<file path="config.mk">
export PLATFORM = sky130hd
export DESIGN_NAME = trms_scale
export DESIGN_NICKNAME = d
export VERILOG_FILES = /design/src/rtl/trms_pkg.sv /design/src/rtl/trms_scale.sv
export SDC_FILE = /design/constraint.sdc
export NUM_CORES = 2
export LEC_CHECK = 0
export BUFFER_PORTS_ARGS = -buffer_cell sky130_fd_sc_hd__clkbuf_2
export CORE_ASPECT_RATIO = 1.75
export CORE_MARGIN = 8
export CORE_UTILIZATION = 60
export DETAILED_ROUTE_END_ITERATION = 8
export MAX_ROUTING_LAYER = met4
export PLACE_DENSITY = 0.8
export RECOVER_POWER = 100
export SKIP_LAST_GASP = 1
export SLEW_MARGIN = 20
export SYNTH_ARGS = -nofsm -noshare
export SYNTH_HDL_FRONTEND = slang
export SYNTH_SLANG_ARGS = --single-unit
</file>
<file path="constraint.sdc">
create_clock -name clk -period 10.1 [get_ports clk]
set_input_delay 2.525 -clock clk [delete_from_list [all_inputs] [get_ports clk]]
set_output_delay 2.525 -clock clk [all_outputs]
set_load 0.03 [all_outputs]
</file>
<file path="src/rtl/trms_pkg.sv">
// ----------------------------------------------------------------------------
// trms_pkg
// shared constants, types and the arctangent table for the motion step unit
// ----------------------------------------------------------------------------
package trms_pkg;

  localparam int CORDIC_ITERATIONS = 16;
  localparam int ANGLE_TABLE_LEN   = 24;
  localparam int CORDIC_STEPS      = (CORDIC_ITERATIONS < ANGLE_TABLE_LEN) ?
                                     CORDIC_ITERATIONS : ANGLE_TABLE_LEN;
  localparam int SCALE_STAGES      = 4;
  localparam int LATENCY           = CORDIC_STEPS + 2 + SCALE_STAGES;

  localparam int DATA_W = 136;
  localparam int CW     = 34;

  typedef logic signed [CW-1:0] cw_t;

  localparam cw_t CORDIC_GAIN  = 34'sd652032874;
  localparam cw_t QUARTER_TURN = 34'sd1073741824;
  localparam cw_t HALF_TURN    = 34'sd2147483648;

  localparam logic [15:0] TIME_STEP_RESET = 16'd6554;

  typedef struct packed {
    logic signed [31:0] pos_x;
    logic signed [31:0] pos_y;
    logic signed [31:0] speed;
    logic        [15:0] heading;
    logic signed [23:0] turn_rate;
    logic signed [40:0] rate_prod;
  } side_t;

  // arctangent of 2^-i in units of 2^-32 turn
  function automatic cw_t atan_entry(input logic [4:0] idx);
    cw_t val;
    case (idx)
      5'd0:    val = 34'sh020000000;
      5'd1:    val = 34'sh012E4051E;
      5'd2:    val = 34'sh009FB385B;
      5'd3:    val = 34'sh0051111D4;
      5'd4:    val = 34'sh0028B0D43;
      5'd5:    val = 34'sh00145D7E1;
      5'd6:    val = 34'sh000A2F61E;
      5'd7:    val = 34'sh000517C55;
      5'd8:    val = 34'sh00028BE53;
      5'd9:    val = 34'sh000145F2F;
      5'd10:   val = 34'sh0000A2F98;
      5'd11:   val = 34'sh0000517CC;
      5'd12:   val = 34'sh000028BE6;
      5'd13:   val = 34'sh0000145F3;
      5'd14:   val = 34'sh00000A2FA;
      5'd15:   val = 34'sh00000517D;
      5'd16:   val = 34'sh0000028BE;
      5'd17:   val = 34'sh00000145F;
      5'd18:   val = 34'sh000000A30;
      5'd19:   val = 34'sh000000518;
      5'd20:   val = 34'sh00000028C;
      5'd21:   val = 34'sh000000146;
      5'd22:   val = 34'sh0000000A3;
      5'd23:   val = 34'sh000000051;
      default: val = '0;
    endcase
    return val;
  endfunction

endpackage

</file>
<file path="src/rtl/trms_scale.sv">
// ----------------------------------------------------------------------------
// trms_scale
// one axis: pos + round(round(speed * trig) * dt), saturated to 32 bits
// ----------------------------------------------------------------------------
module trms_scale (
  input  logic               clk,
  input  logic               en,
  input  logic signed [31:0] trig,
  input  logic signed [31:0] speed,
  input  logic signed [31:0] pos,
  input  logic [15:0]        time_step,
  output logic signed [31:0] result,
  output logic               sat
);
  import trms_pkg::*;

  logic signed [63:0] prod_r;
  logic signed [31:0] pos1_r;
  logic signed [33:0] t_r;
  logic signed [31:0] pos2_r;
  logic signed [50:0] p2_r;
  logic signed [31:0] pos3_r;
  logic signed [31:0] result_r;
  logic               sat_r;

  logic signed [63:0] rnd1;
  logic signed [33:0] t_nxt;
  logic signed [16:0] dt_s;
  logic signed [50:0] p2_nxt;
  logic signed [50:0] rnd2;
  logic signed [34:0] d_val;
  logic signed [35:0] sum;
  logic signed [31:0] result_nxt;
  logic               sat_nxt;

  assign rnd1   = prod_r + 64'sd536870912;
  assign t_nxt  = rnd1[63:30];
  assign dt_s   = $signed({1'b0, time_step});
  assign p2_nxt = t_r * dt_s;
  assign rnd2   = p2_r + 51'sd32768;
  assign d_val  = rnd2[50:16];
  assign sum    = 36'(pos3_r) + 36'(d_val);

  always_comb begin
    result_nxt = sum[31:0];
    sat_nxt    = 1'b0;
    if (sum > 36'sd2147483647) begin
      result_nxt = 32'sh7FFFFFFF;
      sat_nxt    = 1'b1;
    end else if (sum < -36'sd2147483648) begin
      result_nxt = 32'sh80000000;
      sat_nxt    = 1'b1;
    end
  end

  always_ff @(posedge clk) begin
    if (en) begin
      prod_r   <= speed * trig;
      pos1_r   <= pos;
      t_r      <= t_nxt;
      pos2_r   <= pos1_r;
      p2_r     <= p2_nxt;
      pos3_r   <= pos2_r;
      result_r <= result_nxt;
      sat_r    <= sat_nxt;
    end
  end

  assign result = result_r;
  assign sat    = sat_r;

endmodule

</file>
Word-level counts from Yosys, hierarchy flattened

Cells that the tools add are included.

Output and inout port bits: 33
Bits in registers: 278
Bits of input ports: 114

Multiplexer cells: 2
Multipliers: 2
Add/subtract/negate cells: 3
Order comparisons: 2

Operator list:

| cell                   | number |
|---|---|
| $add 64x31->64 const B | 1 |
| $mul 32x32->64         | 1 |
| $add 51x17->51 const B | 1 |
| $mul 34x17->51         | 1 |
| $add 32x35->36         | 1 |
| $gt 36x32->1 const B   | 1 |
| $lt 36x32->1 const B   | 1 |
| $mux 32                | 1 |
| $mux 1                 | 1 |

Logic depth before layout (Yosys ltp)

Depth in word-level cells: 4
Depth in mapped cells: 29

Least setup slack after synthesis

Ideal clock, no wire load.

Path kind: input port to flip-flop
Start: input port speed[31]
End: register prod_r[63] (data pin)
Arrival time: 10001 ps
Library setup time: 260 ps
Required time: 9840 ps
Setup slack: -161 ps
Stages on the path: 28
Cell sequence: clkbuf_1 nand2_1 inv_1 fa_1 inv_1 fa_1 fa_1 inv_1 fa_1 inv_1 fa_1 inv_1 fa_1 inv_1 fa_1 fa_1 inv_1 ha_1 a21o_1 a21o_1 a21oi_1 o21ai_0 a221o_1 a21oi_1 o21ai_0 a211o_1 a21oi_1 xnor2_1

Longest elaborated chain between the ends: 1

Ends and longest elaborated chain:

| element              | RTL line         | RTL |
|---|---|---|
| from (decl)          | trms_scale.sv:9  | `input logic signed [31:0] speed,` |
| $mul 32x32->64       | trms_scale.sv:58 | `prod_r <= speed * trig;` |
| to (signal assigned) | trms_scale.sv:58 |  |
| to (decl)            | trms_scale.sv:17 | `logic signed [63:0] prod_r;` |

Every way passes these cells.
A chain may end at the register's enable or synchronous reset.

Worst setup path in the final report

Start: input port trig[15]
End: register prod_r[52] (data pin)

Longest elaborated chain between the ends: 1

Ends and longest elaborated chain:

| element        | RTL line         | RTL |
|---|---|---|
| from (decl)    | trms_scale.sv:8  | `input logic signed [31:0] trig,` |
| $mul 32x32->64 | trms_scale.sv:58 |  |

Every way passes these cells.

==> impl_metrics.py <==
metrics = {
    "finish": {
        "syn_to_final_growth_pct": 7.35,
        "final_common_cell": "fa_1",
        "most-common-layout-cells": "fa_1, inv_1, nand2_1, and2_1, ha_1",
        "post-route-util": 0.648,
        "drive_above_1_share": 0.0689,
        "nets": 8740,
    },
    "worst_setup_path": {
        "required_ns": 10.38,
        "worstPathBufferInverterCount": 8,
        "startpoint": "trig[15]",
        "r2r_slack_ns": 2.16,
        "worst_r2r_startpoint": "t_r[12]",
        "endpoint_kind": "flip-flop",
        "reg2regPathDepth": 27,
        "crit_path_frequent_cell": "fa_1",
        "crit_family": "adder cells",
        "start_kind": "input port",
        "path_class": "in -> reg",
        "timing.rr.end": "p2_r[48]",
        "path_max_fanout": 15,
        "cp.arrival_ns": 10.08,
        "slowest_stage": "fa_1",
        "cpPeakStageDelay_ns": 0.57,
    },
    "clocking": {
        "cts_root_buf": "clkbuf_16",
        "path_clk_slew_ns": 0.07,
        "htreeDepth": 1,
        "cts_tree": "yes",
        "cts_max_path_buffers": 3,
        "cts_inserted_buffers": 21,
        "clk_latency_ns": 0.54,
        "cts_sinks": 234,
    },
    "die": {
        "die_h_um": 447,
        "num_rows": 158,
        "dieArea_um2": 117000,
        "start_util": 0.603,
        "chipWidth_um": 263,
        "floorplan.core_area_um2": 106000,
        "ios": 147,
    },
    "placement": {
        "gp_congestion": 1.06,
        "portBuffers": 146,
        "hpwlAfterDp_um": 148000,
    },
    "grt": {
        "grt_pass1_wl_um": 279000,
        "antenna_found_initial": 5,
        "met2_usage": 0.569,
        "grt_max_degree": 109,
        "top_usage_layer": "met2",
        "gr-usage-met1": 0.298,
        "first_global_vias": 52667,
        "grt-ovfl-total": 0,
        "grtUsageTotal": 0.319,
        "use_met3": 0.0448,
    },
    "synth": {
        "synthTopCellsByArea": "fa_1, edfxtp_1, inv_1, and2_1, ha_1",
        "postSynthCellCount": 6505,
        "synth-seq-cells": 234,
        "synth_top_area_share": 0.501,
        "seq_area_frac_synth": 0.110,
        "ys_types": 70,
        "ys_async_sr_fraction": 0,
        "yosys_warnings": 0,
        "synth_ff_type": "edfxtp_1",
        "synth_top_cell_by_area": "fa_1",
        "syn_area_um2": 63800,
        "synth.net_count": 8552,
        "synth_edf_count": 234,
        "avgSynthCellArea_um2": 9.81,
    },
    "run_status": {
        "status": "finished with violations",
        "violations": "max-capacitance violations, max-slew violations",
    },
    "timing": {
        "report.final.slew_viol_count": 239,
        "rsz0062_at_grt": "true",
        "maxSlewHeadroom": -2.59,
        "timing.final.crit_period_ns": 9.81,
        "post-route-period-util": 0.971,
        "hold_viol": 0,
        "skew_ns": 0.0230,
        "timing.fmax_ghz": 0.102,
        "setup_viol_count_final": 0,
        "worst_pin_slew_ns": 5.38,
    },
    "job": {
        "maxCapViolCount": 3,
    },
    "drt": {
        "detailroute.via_count": 45987,
        "drc": 0,
        "viasPerCell": 5.70,
        "drtIter0Drc": 3126,
        "routed_wl_um": 176000,
        "wl_per_cell_um": 21.9,
        "antenna_left": 0,
        "firstDrtPassIters": 7,
    },
    "hold_path": {
        "worstHoldStart": "pos1_r[7]",
        "whs_path_depth": 0,
        "min_path_type": "reg -> reg",
        "worstHoldEndpoint": "pos2_r[7]",
    },
}
-- registers in the layout, indices dropped and copies added (netlist names) --
register / cells
p2_r: 36
pos1_r: 32
pos2_r: 32
pos3_r: 32
prod_r: 35
result: 32
sat: 1
t_r: 34
-- worst register-to-register path, stage by stage, from the launching register on --
cell and delay, ns:
edfxtp_1 1.02, nand2_1 0.18, fa_1 0.54, inv_1 0.05
fa_1 0.52, inv_1 0.05, fa_1 0.50, inv_1 0.06
fa_1 0.55, inv_1 0.07, fa_1 0.51, inv_1 0.06
fa_1 0.44, ha_1 0.36, a21o_1 0.14, a21o_1 0.26
nor3b_1 0.09, clkbuf_1 0.17, o211ai_1 0.11, buf_4 0.20
a41oi_1 0.17, clkbuf_4 0.19, a2111oi_1 0.56, nor4b_1 0.12
nor3_1 0.26, clkbuf_1 0.19, a31oi_1 0.12, xnor2_1 0.27
-- what timing repair did --
action,in CTS,in global routing
gates resized for setup,0,2
hold buffers,0,0
endpoints found under the setup margin,0,6
buffers inserted,0,0
-- cells in the mapped netlist (all sizes together), types with 8 or more instances --
master and n:
a211oi 11, a21o 70, a21oi 116, a31oi 15, and2 727, and3 29, clkbuf 294, edfxtp 234
fa 1597, ha 336, inv 1553, nand2 904, nand2b 16, nand3 57, nand4 31, nor2 87
nor2b 15, nor3 15, o21a 15, o21ai 85, o21bai 8, xnor2 132, xor2 60
-- logic make-up (layout without fill, tap and decap cells) --
family	Yosys count	after routing	share of synthesized area
muxes	2	2	0.000333
DFF	234	234	0.110
buffers and inverters	1852	2054	0.110
AOI/OAI and AO/OA	382	382	0.0391
other	0	5	0
and+or+nand+nor	1910	1910	0.148
xor gates and xnor gates	192	192	0.0263
adders and majority gates	1933	1933	0.567
-- metal layers --
layer,up-vias,wire [um],share of wire
li1,19403,-,-
met1,23325,53000,0.30
met2,2215,92200,0.52
met3,1044,11200,0.064
met4,0,20100,0.11
met5,-,0,0
-- worst max-delay path by stage --
stage | to | slack [ns] | cells past startpoint
finish | prod_r[52] | 0.29 | 27
global route | prod_r[52] | -0.003 | 27
CTS | prod_r[52] | 0.30 | 27
detailed placement | prod_r[52] | -0.24 | 27
global placement | prod_r[63] | -0.15 | 27
floorplan | prod_r[63] | 0.03 | 28
-- area by class of cell --
class,count,area (um^2)
diodes,5,12.5
clock buffers,21,526
clock inverters,16,105
fillers,8365,37200
inverters,1553,5830
multi-input cells,4419,49700
flip-flops and latches,234,7030
well taps,1360,1700
repair buffers,464,3570
-- through the flow --
| stage | hold WS (ns) | setup WS [ns] | setup TNS, ns | instance area [um^2] | instances |
|---|---|---|---|---|---|
| finish | 0.406 | 0.295 | 0 | 68500 | 8072 |
| global route | 0.411 | -0.00327 | -0.00327 | 68500 | 8072 |
| CTS | 0.408 | 0.298 | 0 | 68700 | 8067 |
| detailed placement | 0.405 | -0.237 | -1.48 | 68000 | 8030 |
| global placement | 0.403 | -0.149 | -0.736 | 68000 | 8030 |
| floorplan | 0.400 | 0.0327 | 0 | 63800 | 6505 |
Power is not shown: default switching activity piles up to over one toggle a cycle in this logic, so the estimate is an artifact.
